**config.mk**
```make
export PLATFORM = sky130hd
export DESIGN_NAME = ethernet_frame_classifier_core
export DESIGN_NICKNAME = d
export VERILOG_FILES = /design/src/sv/efc_pkg.sv /design/src/sv/ethernet_frame_classifier_core.sv /design/src/sv/efc_parser.sv /design/src/sv/efc_queue.sv /design/src/sv/efc_tally.sv
export SDC_FILE = /design/constraint.sdc
export NUM_CORES = 2
export LEC_CHECK = 0
export ABC_AREA = 1
export BUFFER_PORTS_ARGS = -buffer_cell sky130_fd_sc_hd__buf_2
export CORE_MARGIN = 1.5
export CORE_UTILIZATION = 45
export DETAILED_ROUTE_END_ITERATION = 10
export GPL_TIMING_DRIVEN = 1
export SLEW_MARGIN = 10
export SYNTH_ARGS = -nofsm -noshare
export SYNTH_HDL_FRONTEND = slang
export SYNTH_SLANG_ARGS = --single-unit
```
**constraint.sdc**
```tcl
create_clock -name clock -period 32.2 [get_ports clock]
set_clock_uncertainty 0.2 [all_clocks]
set_input_delay 1.61 -clock clock [delete_from_list [all_inputs] [get_ports clock]]
set_output_delay 1.61 -clock clock [all_outputs]
set_load 0.01 [all_outputs]
```
**src/sv/efc_pkg.sv**
```systemverilog
// Shared types and constants for the Ethernet frame classifier.
`timescale 1ns / 1ps
package efc_pkg;

   typedef struct packed {
      logic [7:0] byte_value;
      logic       capture_end;
   } req_type;

   typedef struct packed {
      logic [31:0] frame_number;
      logic [2:0]  frame_kind;
      logic [47:0] dest_mac;
      logic [47:0] src_mac;
      logic [31:0] first_ip;
      logic [31:0] second_ip;
      logic [15:0] ip_data_size;
      logic [31:0] kind_count;
   } rsp_type;

   typedef struct packed {
      logic [2:0]  frame_kind;
      logic [47:0] dest_mac;
      logic [47:0] src_mac;
      logic [31:0] first_ip;
      logic [31:0] second_ip;
      logic [15:0] ip_data_size;
   } hdr_type;

   typedef struct packed {
      logic full;
      logic not_empty;
   } q_status_type;

   typedef enum logic [1:0] {
      PH_ZERO,
      PH_HEAD,
      PH_SKIP
   } phase_type;

   localparam int POS_BITS = 17;
   localparam int KIND_NUM = 6;
   localparam int QUEUE_DEPTH = 2;
   localparam int QPTR_BITS = 1;

   localparam logic [2:0] KIND_IPV4 = 3'd0;
   localparam logic [2:0] KIND_ARP  = 3'd1;
   localparam logic [2:0] KIND_DIX  = 3'd2;
   localparam logic [2:0] KIND_RAW  = 3'd3;
   localparam logic [2:0] KIND_SNAP = 3'd4;
   localparam logic [2:0] KIND_LLC  = 3'd5;

   localparam logic [15:0] ETH_IPV4   = 16'h0800;
   localparam logic [15:0] ETH_ARP    = 16'h0806;
   localparam logic [15:0] LLC_RAW    = 16'hFFFF;
   localparam logic [15:0] LLC_SNAP   = 16'hAAAA;
   localparam logic [15:0] MAX_LENGTH = 16'd1500;
   localparam logic [15:0] HDR_BYTES  = 16'd14;

   localparam logic [POS_BITS-1:0] MAC_BYTES     = 17'd6;
   localparam logic [POS_BITS-1:0] POS_LT_HI     = 17'd12;
   localparam logic [POS_BITS-1:0] POS_LT_LO     = 17'd13;
   localparam logic [POS_BITS-1:0] POS_LLC_HI    = 17'd14;
   localparam logic [POS_BITS-1:0] POS_LLC_LO    = 17'd15;
   localparam logic [POS_BITS-1:0] POS_IPLEN_HI  = 17'd16;
   localparam logic [POS_BITS-1:0] POS_IPLEN_LO  = 17'd17;
   localparam logic [POS_BITS-1:0] POS_IP4_SRC_A = 17'd26;
   localparam logic [POS_BITS-1:0] POS_IP4_SRC_B = 17'd29;
   localparam logic [POS_BITS-1:0] POS_IP4_DST_A = 17'd30;
   localparam logic [POS_BITS-1:0] POS_IP4_DST_B = 17'd33;
   localparam logic [POS_BITS-1:0] POS_ARP_SND_A = 17'd28;
   localparam logic [POS_BITS-1:0] POS_ARP_SND_B = 17'd31;
   localparam logic [POS_BITS-1:0] POS_ARP_TGT_A = 17'd38;
   localparam logic [POS_BITS-1:0] POS_ARP_TGT_B = 17'd41;
   localparam logic [POS_BITS-1:0] ARP_END       = 17'd42;

endpackage

```
**src/sv/ethernet_frame_classifier_core.sv**
```systemverilog
// Top level of the Ethernet frame classifier: parser, record queue and counter stage.
//
//   port group   direction  carries
//   req_*        in         one capture byte and its end-of-capture flag per request
//   rsp_*        out        one classification record per recognized frame header
//
// One byte request is taken each cycle while req_stall is low; the parser handles it
// in the cycle it arrives. A record enters the two-entry queue on its last header byte
// and appears on rsp_* in the cycle after it leaves the queue. reset clears the parser
// state, the queue and all counters. req_stall rises only while the queue is full;
// rsp_stall holds the output register and lets the queue fill behind it.
`timescale 1ns / 1ps
module ethernet_frame_classifier_core #(
   parameter int COUNT_BITS = 32
) (
   input  logic             clock,
   input  logic             reset,
   input  logic             req_valid,
   output logic             req_stall,
   input  efc_pkg::req_type req_payload,
   output logic             rsp_valid,
   input  logic             rsp_stall,
   output efc_pkg::rsp_type rsp_payload
);
   import efc_pkg::*;

   q_status_type q_status;
   logic         hdr_push;
   hdr_type      hdr_data;
   hdr_type      head_data;
   logic         q_pop;

   efc_parser u_parser (
      .clock       (clock),
      .reset       (reset),
      .req_valid   (req_valid),
      .req_stall   (req_stall),
      .req_payload (req_payload),
      .q_status    (q_status),
      .hdr_push    (hdr_push),
      .hdr_data    (hdr_data)
   );

   efc_queue u_queue (
      .clock     (clock),
      .reset     (reset),
      .push      (hdr_push),
      .push_data (hdr_data),
      .pop       (q_pop),
      .head_data (head_data),
      .status    (q_status)
   );

   efc_tally #(
      .COUNT_BITS (COUNT_BITS)
   ) u_tally (
      .clock       (clock),
      .reset       (reset),
      .q_status    (q_status),
      .head_data   (head_data),
      .pop         (q_pop),
      .rsp_valid   (rsp_valid),
      .rsp_stall   (rsp_stall),
      .rsp_payload (rsp_payload)
   );

endmodule

```
**src/sv/efc_parser.sv**
```systemverilog
// Byte parser: drops zero groups, captures the header and emits one record per frame whose header completes.
`timescale 1ns / 1ps
module efc_parser (
   input  logic                  clock,
   input  logic                  reset,
   input  logic                  req_valid,
   output logic                  req_stall,
   input  efc_pkg::req_type      req_payload,
   input  efc_pkg::q_status_type q_status,
   output logic                  hdr_push,
   output efc_pkg::hdr_type      hdr_data
);
   import efc_pkg::*;

   phase_type             phase_ff, phase_in;
   logic [POS_BITS-1:0]   pos_ff, pos_in;
   logic [47:0]           pend_ff, pend_in;
   logic [47:0]           dest_ff, dest_in;
   logic [47:0]           src_ff, src_in;
   logic [15:0]           lt_ff, lt_in;
   logic [15:0]           llc_ff, llc_in;
   logic [15:0]           iplen_ff, iplen_in;
   logic [31:0]           fip_ff, fip_in;
   logic [31:0]           sip_ff, sip_in;
   logic [POS_BITS-1:0]   fend_ff, fend_in;

   logic                  take;
   logic [7:0]            b;
   logic [POS_BITS-1:0]   pos_inc;
   logic [15:0]           lt_cur;
   logic [15:0]           llc_cur;
   logic [31:0]           sip_cur;
   logic [47:0]           pend_cur;
   logic                  is_ip4, is_arp, is_dix;
   logic                  head_done;
   logic [2:0]            kind;
   logic [POS_BITS-1:0]   end_raw, end_raised;
   logic                  head_skip;
   logic                  zero_full, zero_hit;
   logic                  skip_done;
   logic                  restart;

   assign req_stall = q_status.full;
   assign take      = req_valid && !req_stall;
   assign b         = req_payload.byte_value;

   always_comb begin
      pos_inc  = POS_BITS'(pos_ff + 1'b1);
      lt_cur   = ((pos_ff == POS_LT_HI) || (pos_ff == POS_LT_LO)) ? {lt_ff[7:0], b} : lt_ff;
      llc_cur  = {llc_ff[7:0], b};
      sip_cur  = {sip_ff[23:0], b};
      pend_cur = {pend_ff[39:0], b};
      is_ip4   = (lt_cur == ETH_IPV4);
      is_arp   = (lt_cur == ETH_ARP);
      is_dix   = !is_ip4 && !is_arp && (lt_cur > MAX_LENGTH);
      head_done = 1'b0;
      kind      = KIND_DIX;
      end_raw   = '0;
      if (is_ip4) begin
         head_done = (pos_ff == POS_IP4_DST_B);
         kind      = KIND_IPV4;
         end_raw   = POS_BITS'(16'(iplen_ff + HDR_BYTES));
      end else if (is_arp) begin
         head_done = (pos_ff == POS_ARP_TGT_B);
         kind      = KIND_ARP;
         end_raw   = ARP_END;
      end else if (is_dix) begin
         head_done = (pos_ff == POS_LT_LO);
         kind      = KIND_DIX;
         end_raw   = POS_BITS'(lt_cur) + POS_BITS'(HDR_BYTES);
      end else begin
         head_done = (pos_ff == POS_LLC_LO);
         end_raw   = POS_BITS'(lt_cur) + POS_BITS'(HDR_BYTES);
         if (llc_cur == LLC_RAW) begin
            kind = KIND_RAW;
         end else if (llc_cur == LLC_SNAP) begin
            kind = KIND_SNAP;
         end else begin
            kind = KIND_LLC;
         end
      end
      end_raised = (end_raw < pos_inc) ? pos_inc : end_raw;
      head_skip  = (end_raised > pos_inc);
      zero_full  = (pos_inc == MAC_BYTES);
      zero_hit   = zero_full && (pend_cur != '0);
      skip_done  = (pos_inc >= fend_ff);
      restart    = req_payload.capture_end
                   || ((phase_ff == PH_HEAD) && head_done && !head_skip)
                   || ((phase_ff == PH_SKIP) && skip_done);
   end

   always_comb begin
      phase_in = phase_ff;
      if (take) begin
         case (phase_ff)
            PH_ZERO: begin
               if (zero_hit) begin
                  phase_in = PH_HEAD;
               end
            end
            PH_HEAD: begin
               if (head_done && head_skip) begin
                  phase_in = PH_SKIP;
               end
            end
            PH_SKIP: begin
               phase_in = PH_SKIP;
            end
            default: begin
               phase_in = PH_ZERO;
            end
         endcase
         if (restart) begin
            phase_in = PH_ZERO;
         end
      end
   end

   always_comb begin
      pos_in   = pos_ff;
      pend_in  = pend_ff;
      dest_in  = dest_ff;
      src_in   = src_ff;
      lt_in    = lt_ff;
      llc_in   = llc_ff;
      iplen_in = iplen_ff;
      fip_in   = fip_ff;
      sip_in   = sip_ff;
      fend_in  = fend_ff;
      hdr_push = 1'b0;
      hdr_data.frame_kind   = kind;
      hdr_data.dest_mac     = dest_ff;
      hdr_data.src_mac      = src_ff;
      hdr_data.first_ip     = (kind == KIND_IPV4 || kind == KIND_ARP) ? fip_ff : '0;
      hdr_data.second_ip    = (kind == KIND_IPV4 || kind == KIND_ARP) ? sip_cur : '0;
      hdr_data.ip_data_size = (kind == KIND_IPV4) ? 16'(iplen_ff + HDR_BYTES) : '0;
      if (take) begin
         pos_in = pos_inc;
         case (phase_ff)
            PH_ZERO: begin
               pend_in = pend_cur;
               if (zero_full) begin
                  if (zero_hit) begin
                     dest_in = pend_cur;
                     pend_in = '0;
                  end else begin
                     pos_in = '0;
                  end
               end
            end
            PH_HEAD: begin
               if (pos_ff < POS_LT_HI) begin
                  src_in = {src_ff[39:0], b};
               end else if (pos_ff == POS_LT_HI || pos_ff == POS_LT_LO) begin
                  lt_in = lt_cur;
               end else if (lt_ff == ETH_IPV4) begin
                  if (pos_ff == POS_IPLEN_HI || pos_ff == POS_IPLEN_LO) begin
                     iplen_in = {iplen_ff[7:0], b};
                  end else if (pos_ff >= POS_IP4_SRC_A && pos_ff <= POS_IP4_SRC_B) begin
                     fip_in = {fip_ff[23:0], b};
                  end else if (pos_ff >= POS_IP4_DST_A && pos_ff <= POS_IP4_DST_B) begin
                     sip_in = sip_cur;
                  end
               end else if (lt_ff == ETH_ARP) begin
                  if (pos_ff >= POS_ARP_SND_A && pos_ff <= POS_ARP_SND_B) begin
                     fip_in = {fip_ff[23:0], b};
                  end else if (pos_ff >= POS_ARP_TGT_A && pos_ff <= POS_ARP_TGT_B) begin
                     sip_in = sip_cur;
                  end
               end else if (lt_ff <= MAX_LENGTH) begin
                  if (pos_ff == POS_LLC_HI || pos_ff == POS_LLC_LO) begin
                     llc_in = llc_cur;
                  end
               end
               if (head_done) begin
                  hdr_push = 1'b1;
                  fend_in  = end_raised;
               end
            end
            PH_SKIP: begin
               pos_in = pos_inc;
            end
            default: begin
               pos_in = '0;
            end
         endcase
         if (restart) begin
            pos_in  = '0;
            pend_in = '0;
         end
      end
   end

   always_ff @(posedge clock) begin
      if (reset) begin
         phase_ff <= PH_ZERO;
         pos_ff   <= '0;
         pend_ff  <= '0;
         fend_ff  <= '0;
      end else begin
         phase_ff <= phase_in;
         pos_ff   <= pos_in;
         pend_ff  <= pend_in;
         fend_ff  <= fend_in;
      end
   end

   always_ff @(posedge clock) begin
      dest_ff  <= dest_in;
      src_ff   <= src_in;
      lt_ff    <= lt_in;
      llc_ff   <= llc_in;
      iplen_ff <= iplen_in;
      fip_ff   <= fip_in;
      sip_ff   <= sip_in;
   end

endmodule

```
**src/sv/efc_queue.sv**
```systemverilog
// Short record queue between the parser and the counter stage.
`timescale 1ns / 1ps
module efc_queue (
   input  logic                  clock,
   input  logic                  reset,
   input  logic                  push,
   input  efc_pkg::hdr_type      push_data,
   input  logic                  pop,
   output efc_pkg::hdr_type      head_data,
   output efc_pkg::q_status_type status
);
   import efc_pkg::*;

   hdr_type                mem_ff [QUEUE_DEPTH];
   logic [QPTR_BITS-1:0]   wr_ff, wr_in;
   logic [QPTR_BITS-1:0]   rd_ff, rd_in;
   logic [QPTR_BITS:0]     cnt_ff, cnt_in;
   logic                   do_pop;

   assign do_pop           = pop && (cnt_ff != '0);
   assign head_data        = mem_ff[rd_ff];
   assign status.full      = (cnt_ff == (QPTR_BITS+1)'(QUEUE_DEPTH));
   assign status.not_empty = (cnt_ff != '0);

   always_comb begin
      wr_in  = wr_ff;
      rd_in  = rd_ff;
      cnt_in = cnt_ff;
      if (push) begin
         wr_in = (wr_ff == QPTR_BITS'(QUEUE_DEPTH - 1)) ? '0 : QPTR_BITS'(wr_ff + 1'b1);
      end
      if (do_pop) begin
         rd_in = (rd_ff == QPTR_BITS'(QUEUE_DEPTH - 1)) ? '0 : QPTR_BITS'(rd_ff + 1'b1);
      end
      if (push && !do_pop) begin
         cnt_in = (QPTR_BITS+1)'(cnt_ff + 1'b1);
      end else if (do_pop && !push) begin
         cnt_in = (QPTR_BITS+1)'(cnt_ff - 1'b1);
      end
   end

   always_ff @(posedge clock) begin
      if (reset) begin
         wr_ff  <= '0;
         rd_ff  <= '0;
         cnt_ff <= '0;
      end else begin
         wr_ff  <= wr_in;
         rd_ff  <= rd_in;
         cnt_ff <= cnt_in;
      end
   end

   always_ff @(posedge clock) begin
      if (push) begin
         mem_ff[wr_ff] <= push_data;
      end
   end

endmodule

```
**src/sv/efc_tally.sv**
```systemverilog
// Counter stage: numbers each record, counts it by kind and holds the result.
`timescale 1ns / 1ps
module efc_tally #(
   parameter int COUNT_BITS = 32
) (
   input  logic                  clock,
   input  logic                  reset,
   input  efc_pkg::q_status_type q_status,
   input  efc_pkg::hdr_type      head_data,
   output logic                  pop,
   output logic                  rsp_valid,
   input  logic                  rsp_stall,
   output efc_pkg::rsp_type      rsp_payload
);
   import efc_pkg::*;

   logic [COUNT_BITS-1:0] total_ff, total_in;
   logic [COUNT_BITS-1:0] kcnt_ff [KIND_NUM];
   logic [COUNT_BITS-1:0] kcnt_in [KIND_NUM];
   logic [COUNT_BITS-1:0] kind_next;
   logic                  vld_ff, vld_in;
   rsp_type               rsp_ff, rsp_in;

   assign pop         = q_status.not_empty && (!vld_ff || !rsp_stall);
   assign rsp_valid   = vld_ff;
   assign rsp_payload = rsp_ff;

   always_comb begin
      total_in  = total_ff;
      kind_next = '0;
      vld_in    = vld_ff && rsp_stall;
      rsp_in    = rsp_ff;
      for (int i = 0; i < KIND_NUM; i++) begin
         kcnt_in[i] = kcnt_ff[i];
         if (head_data.frame_kind == 3'(i)) begin
            kind_next = COUNT_BITS'(kcnt_ff[i] + 1'b1);
         end
      end
      if (pop) begin
         total_in = COUNT_BITS'(total_ff + 1'b1);
         for (int i = 0; i < KIND_NUM; i++) begin
            if (head_data.frame_kind == 3'(i)) begin
               kcnt_in[i] = kind_next;
            end
         end
         vld_in              = 1'b1;
         rsp_in.frame_number = 32'(total_in);
         rsp_in.frame_kind   = head_data.frame_kind;
         rsp_in.dest_mac     = head_data.dest_mac;
         rsp_in.src_mac      = head_data.src_mac;
         rsp_in.first_ip     = head_data.first_ip;
         rsp_in.second_ip    = head_data.second_ip;
         rsp_in.ip_data_size = head_data.ip_data_size;
         rsp_in.kind_count   = 32'(kind_next);
      end
   end

   always_ff @(posedge clock) begin
      if (reset) begin
         total_ff <= '0;
         vld_ff   <= 1'b0;
         for (int i = 0; i < KIND_NUM; i++) begin
            kcnt_ff[i] <= '0;
         end
      end else begin
         total_ff <= total_in;
         vld_ff   <= vld_in;
         for (int i = 0; i < KIND_NUM; i++) begin
            kcnt_ff[i] <= kcnt_in[i];
         end
      end
   end

   always_ff @(posedge clock) begin
      rsp_ff <= rsp_in;
   end

endmodule

```
==> results.md <==
• initial core utilization: 0.454
• Int Pwr: 2.77 mW
• crit end category: flop
• highest-count cells in the layout ignoring fill and taps: edfxtp_1 (793), inv_1 (696), nand2_1 (522)
• number of standard cells after synthesis: 4575
• area used by multi-input combinational logic: 14500 um^2
• hpwl dp: 80300 um
• # DRC: 0
• CTS buffer count: 110
• clk_lat worst skew: 750 ps
• number of hold violations in the final report: 0
• number of antenna-violating nets in the routed design: 0
• RePlAce Congestion: 0.904
• largest fanout on the critical path: 39
• routed vias: 32736
• leading cell type in the layout, fill and taps excluded: edfxtp_1
• FF/Latch Area: 29900 um^2
• number of primary I/O pins: 258
• part of the power in registers: 0.469
• fraction of the cycle the final worst path needs: 0.257
• top post-synthesis cells by area: edfxtp_1 (50%), dfxtp_1 (13%), inv_1 (5.5%), mux2_2 (4.1%), nand2_1 (4.1%)
• top flip-flop cell by instance count after synthesis: edfxtp_1
• sequential fraction of the synthesis area: 0.627
• combined buffer and inverter count along the critical path: 2
• total congestion overflow after global routing: 0
• fraction of power consumed by the clock network: 0.347
• Hold Path Class: reg2reg
• Min Hold Slack: 198 ps
• kind of critical path: reg2reg
• final setup fails: 0
• vias in the first global route: 30537
• final setup margin: 23930 ps
• die area: 108000 um^2
• register clock-pin slew on the reported worst setup and hold paths: 60 ps
• H-tree Lvls: 3
• Routed Wire Length: 117000 um
• number of buffer cells added on primary ports: 257
• status: finished, final reports clean
• post-route cell area: 54500 um^2
• cell mode on critical path: nor2_1
• Worst IR Drop VDD: 0.0552 mV
• chip width: 329 um
• Crit path max-delay family: simple AND/OR/NAND/NOR gates
• worst-case headroom to the max-slew limit: 0.227
• total global routing track utilization: 0.215
• DR iter-0 viols: 2563
• final worst path period need: 8270 ps
• Inst Count DP: 6110
• power share of the combinational group: 0.184
• cells resized by post-CTS repair: 0
• fill cell count: 9293
• first-pass iteration count of the detailed router: 6
• Netlist cell types: 65
• largest net degree at the start of global routing: 187
• average detailed-routed wire length per instance: 18.6 um
• number of nets in the layout: 4913
• Yosys warning count: 0
• net switching power of the design: 1.17 mW
• static leakage: 20.6 nW
• unrepaired setup endpoints after global routing: no
• Yosys top cell area share: 0.499
• cell taking the most area after synthesis: edfxtp_1
• Die H: 329 um
• Row Count: 119
• Critical Path Source Type: flop
• flop and latch count out of synthesis: 1099
• power per standard cell area: 72.2 nW/um^2
• Avg Inst Size Synth: 10.4 um^2
• area growth from synthesis to layout: 14.1%
• fraction of layout instances using a drive strength above 1: 0.150
• antenna violations before repair: 0
• TritonCTS clock tree: done
• transition time of the tightest slew-check pin: 1140 ps
• area inside the core boundary: 105000 um^2
• netlist area before placement: 47800 um^2
• data required time of the worst path: 32620 ps
• Post-Synthesis Net Count: 4657
• cell chosen for the clock root: clkbuf_16
• stage delay of the slowest cell on the critical path: 560 ps
• fraction of registers with async set/reset: 0
• placed inst area: 50600 um^2
• Max-cap violations: 0
• cell at the slowest stage of the critical path: o21ai_0
• hold buffer count at CTS: 0
• number of vias per cell after detailed routing: 5.18
• number of synthesized flops with an enable pin: 793
• post-layout instance count excluding filler cells: 6320
• antenna cell count: 0
• number of pins with negative max-slew slack in the final report: 0
• Setup Buffers After CTS: 0
• first-pass GRT wire length: 180000 um
• net switching share of the total power: 0.297
• number of sinks on the clock net: 1099
• post-route setup TNS: 0 ps
• Placement Setup Slack: 23440 ps
• buffers from clock root to sink, at most: 3
• highest clock rate: 121 MHz
• arrival time of data at the critical path endpoint: 8690 ps
[path summary, 6_finish.rpt]
kind                        from                   end  slack [ps]  cells after the start
max           u_parser.pos_ff[0]  u_parser.pend_ff[36]       23930                     35
min          u_parser.fip_ff[12]   u_parser.fip_ff[20]         200                      0
max reg2reg   u_parser.pos_ff[0]  u_parser.pend_ff[36]       23930                     35
min reg2reg  u_parser.fip_ff[12]   u_parser.fip_ff[20]         200                      0
[metrics by stage]
step	util	power [mW]
finish	0.517	3.93
floorplan	-	2.36
CTS	0.517	3.98
global placement	0.480	2.60
detailed placement	0.480	2.61
global route	0.517	4.11
[worst register-to-register path: cells and delay by family (launching register included)]
kind	cells	cell delay [ps]
AO/OA/AOI/OAI	11	2400
adder cells (fa/ha/maj)	3	980
buffers and inverters	2	450
flip-flops	1	530
AND/OR/NAND/NOR	19	3620
[cell families (layout without fill, tap and decap cells)]
logic type,Yosys count,count (layout),synth area share
buffers and inverters,873,1227,0.0703
and+or+nand+nor,1479,1479,0.137
muxes,176,176,0.0415
AOI/OAI and AO/OA,793,793,0.0902
DFF,1099,1099,0.627
adders and majority gates,69,69,0.0181
xor gates and xnor gates,86,86,0.0158
[power groups by stage]
stage	clock network, mW	logic, mW	registers (mW)
6_report	1.36	0.723	1.85
3_3_place_gp	0	0.725	1.87
4_1_cts	1.40	0.735	1.85
5_1_grt	1.45	0.798	1.86
3_5_place_dp	0	0.730	1.88
2_1_floorplan	0	0.403	1.95
[synth_stat cells (6+ instances only)]
cell       instances
a21oi_1          319
nor2_2             8
o2111ai_1          7
nand3_1          206
a211oi_1          24
nand3b_1          31
nand4_1           69
edfxtp_1         793
inv_2             14
nor3_1            80
o31ai_1            8
o21ai_1           19
buf_6              6
mux2_2           176
inv_1            698
buf_1              9
xor2_1            81
nand2_1          522
nand2_2           19
a221oi_1           6
or2_2             10
nor4_1            46
dfxtp_1          306
nor2_1           462
a31oi_1           15
o211ai_1          13
buf_2             17
clkbuf_1         120
o21ai_0          337
ha_1              69
o22ai_1            7
[area by class of cell]
class                   instances  area share
flip-flops and latches       1099       0.550
repair buffers                300      0.0301
inverters                     717      0.0495
multi-input cells            2603       0.267
clock buffers                 132      0.0530
clock inverters                78      0.0187
well taps                    1391      0.0319
[state kept, by name (all words and copies together), names as in the netlist, named ones only]
signal	cells
u_parser.dest_ff	48
u_parser.fend_ff	17
u_parser.fip_ff	32
u_parser.iplen_ff	16
u_parser.llc_ff	8
u_parser.lt_ff	16
u_parser.pend_ff	40
u_parser.phase_ff	2
u_parser.pos_ff	17
u_parser.sip_ff	24
u_parser.src_ff	48
u_queue.cnt_ff	2
u_queue.mem_ff	358
u_queue.rd_ff	1
u_queue.wr_ff	1
u_tally.kcnt_ff	192
u_tally.rsp_payload	243
u_tally.rsp_valid	1
u_tally.total_ff	32
[metal layers]
metal  wire [um]  vias up  part of all wire  track usage
met3        6700      150             0.057       0.0299
met2       53500      872              0.46        0.338
met5           0        -                 0            0
met4        2110        0             0.018       0.0533
met1       55000    15562              0.47        0.313
li1            -    16152                 -            -
Note: power is estimated with default switching activity, not from simulation.
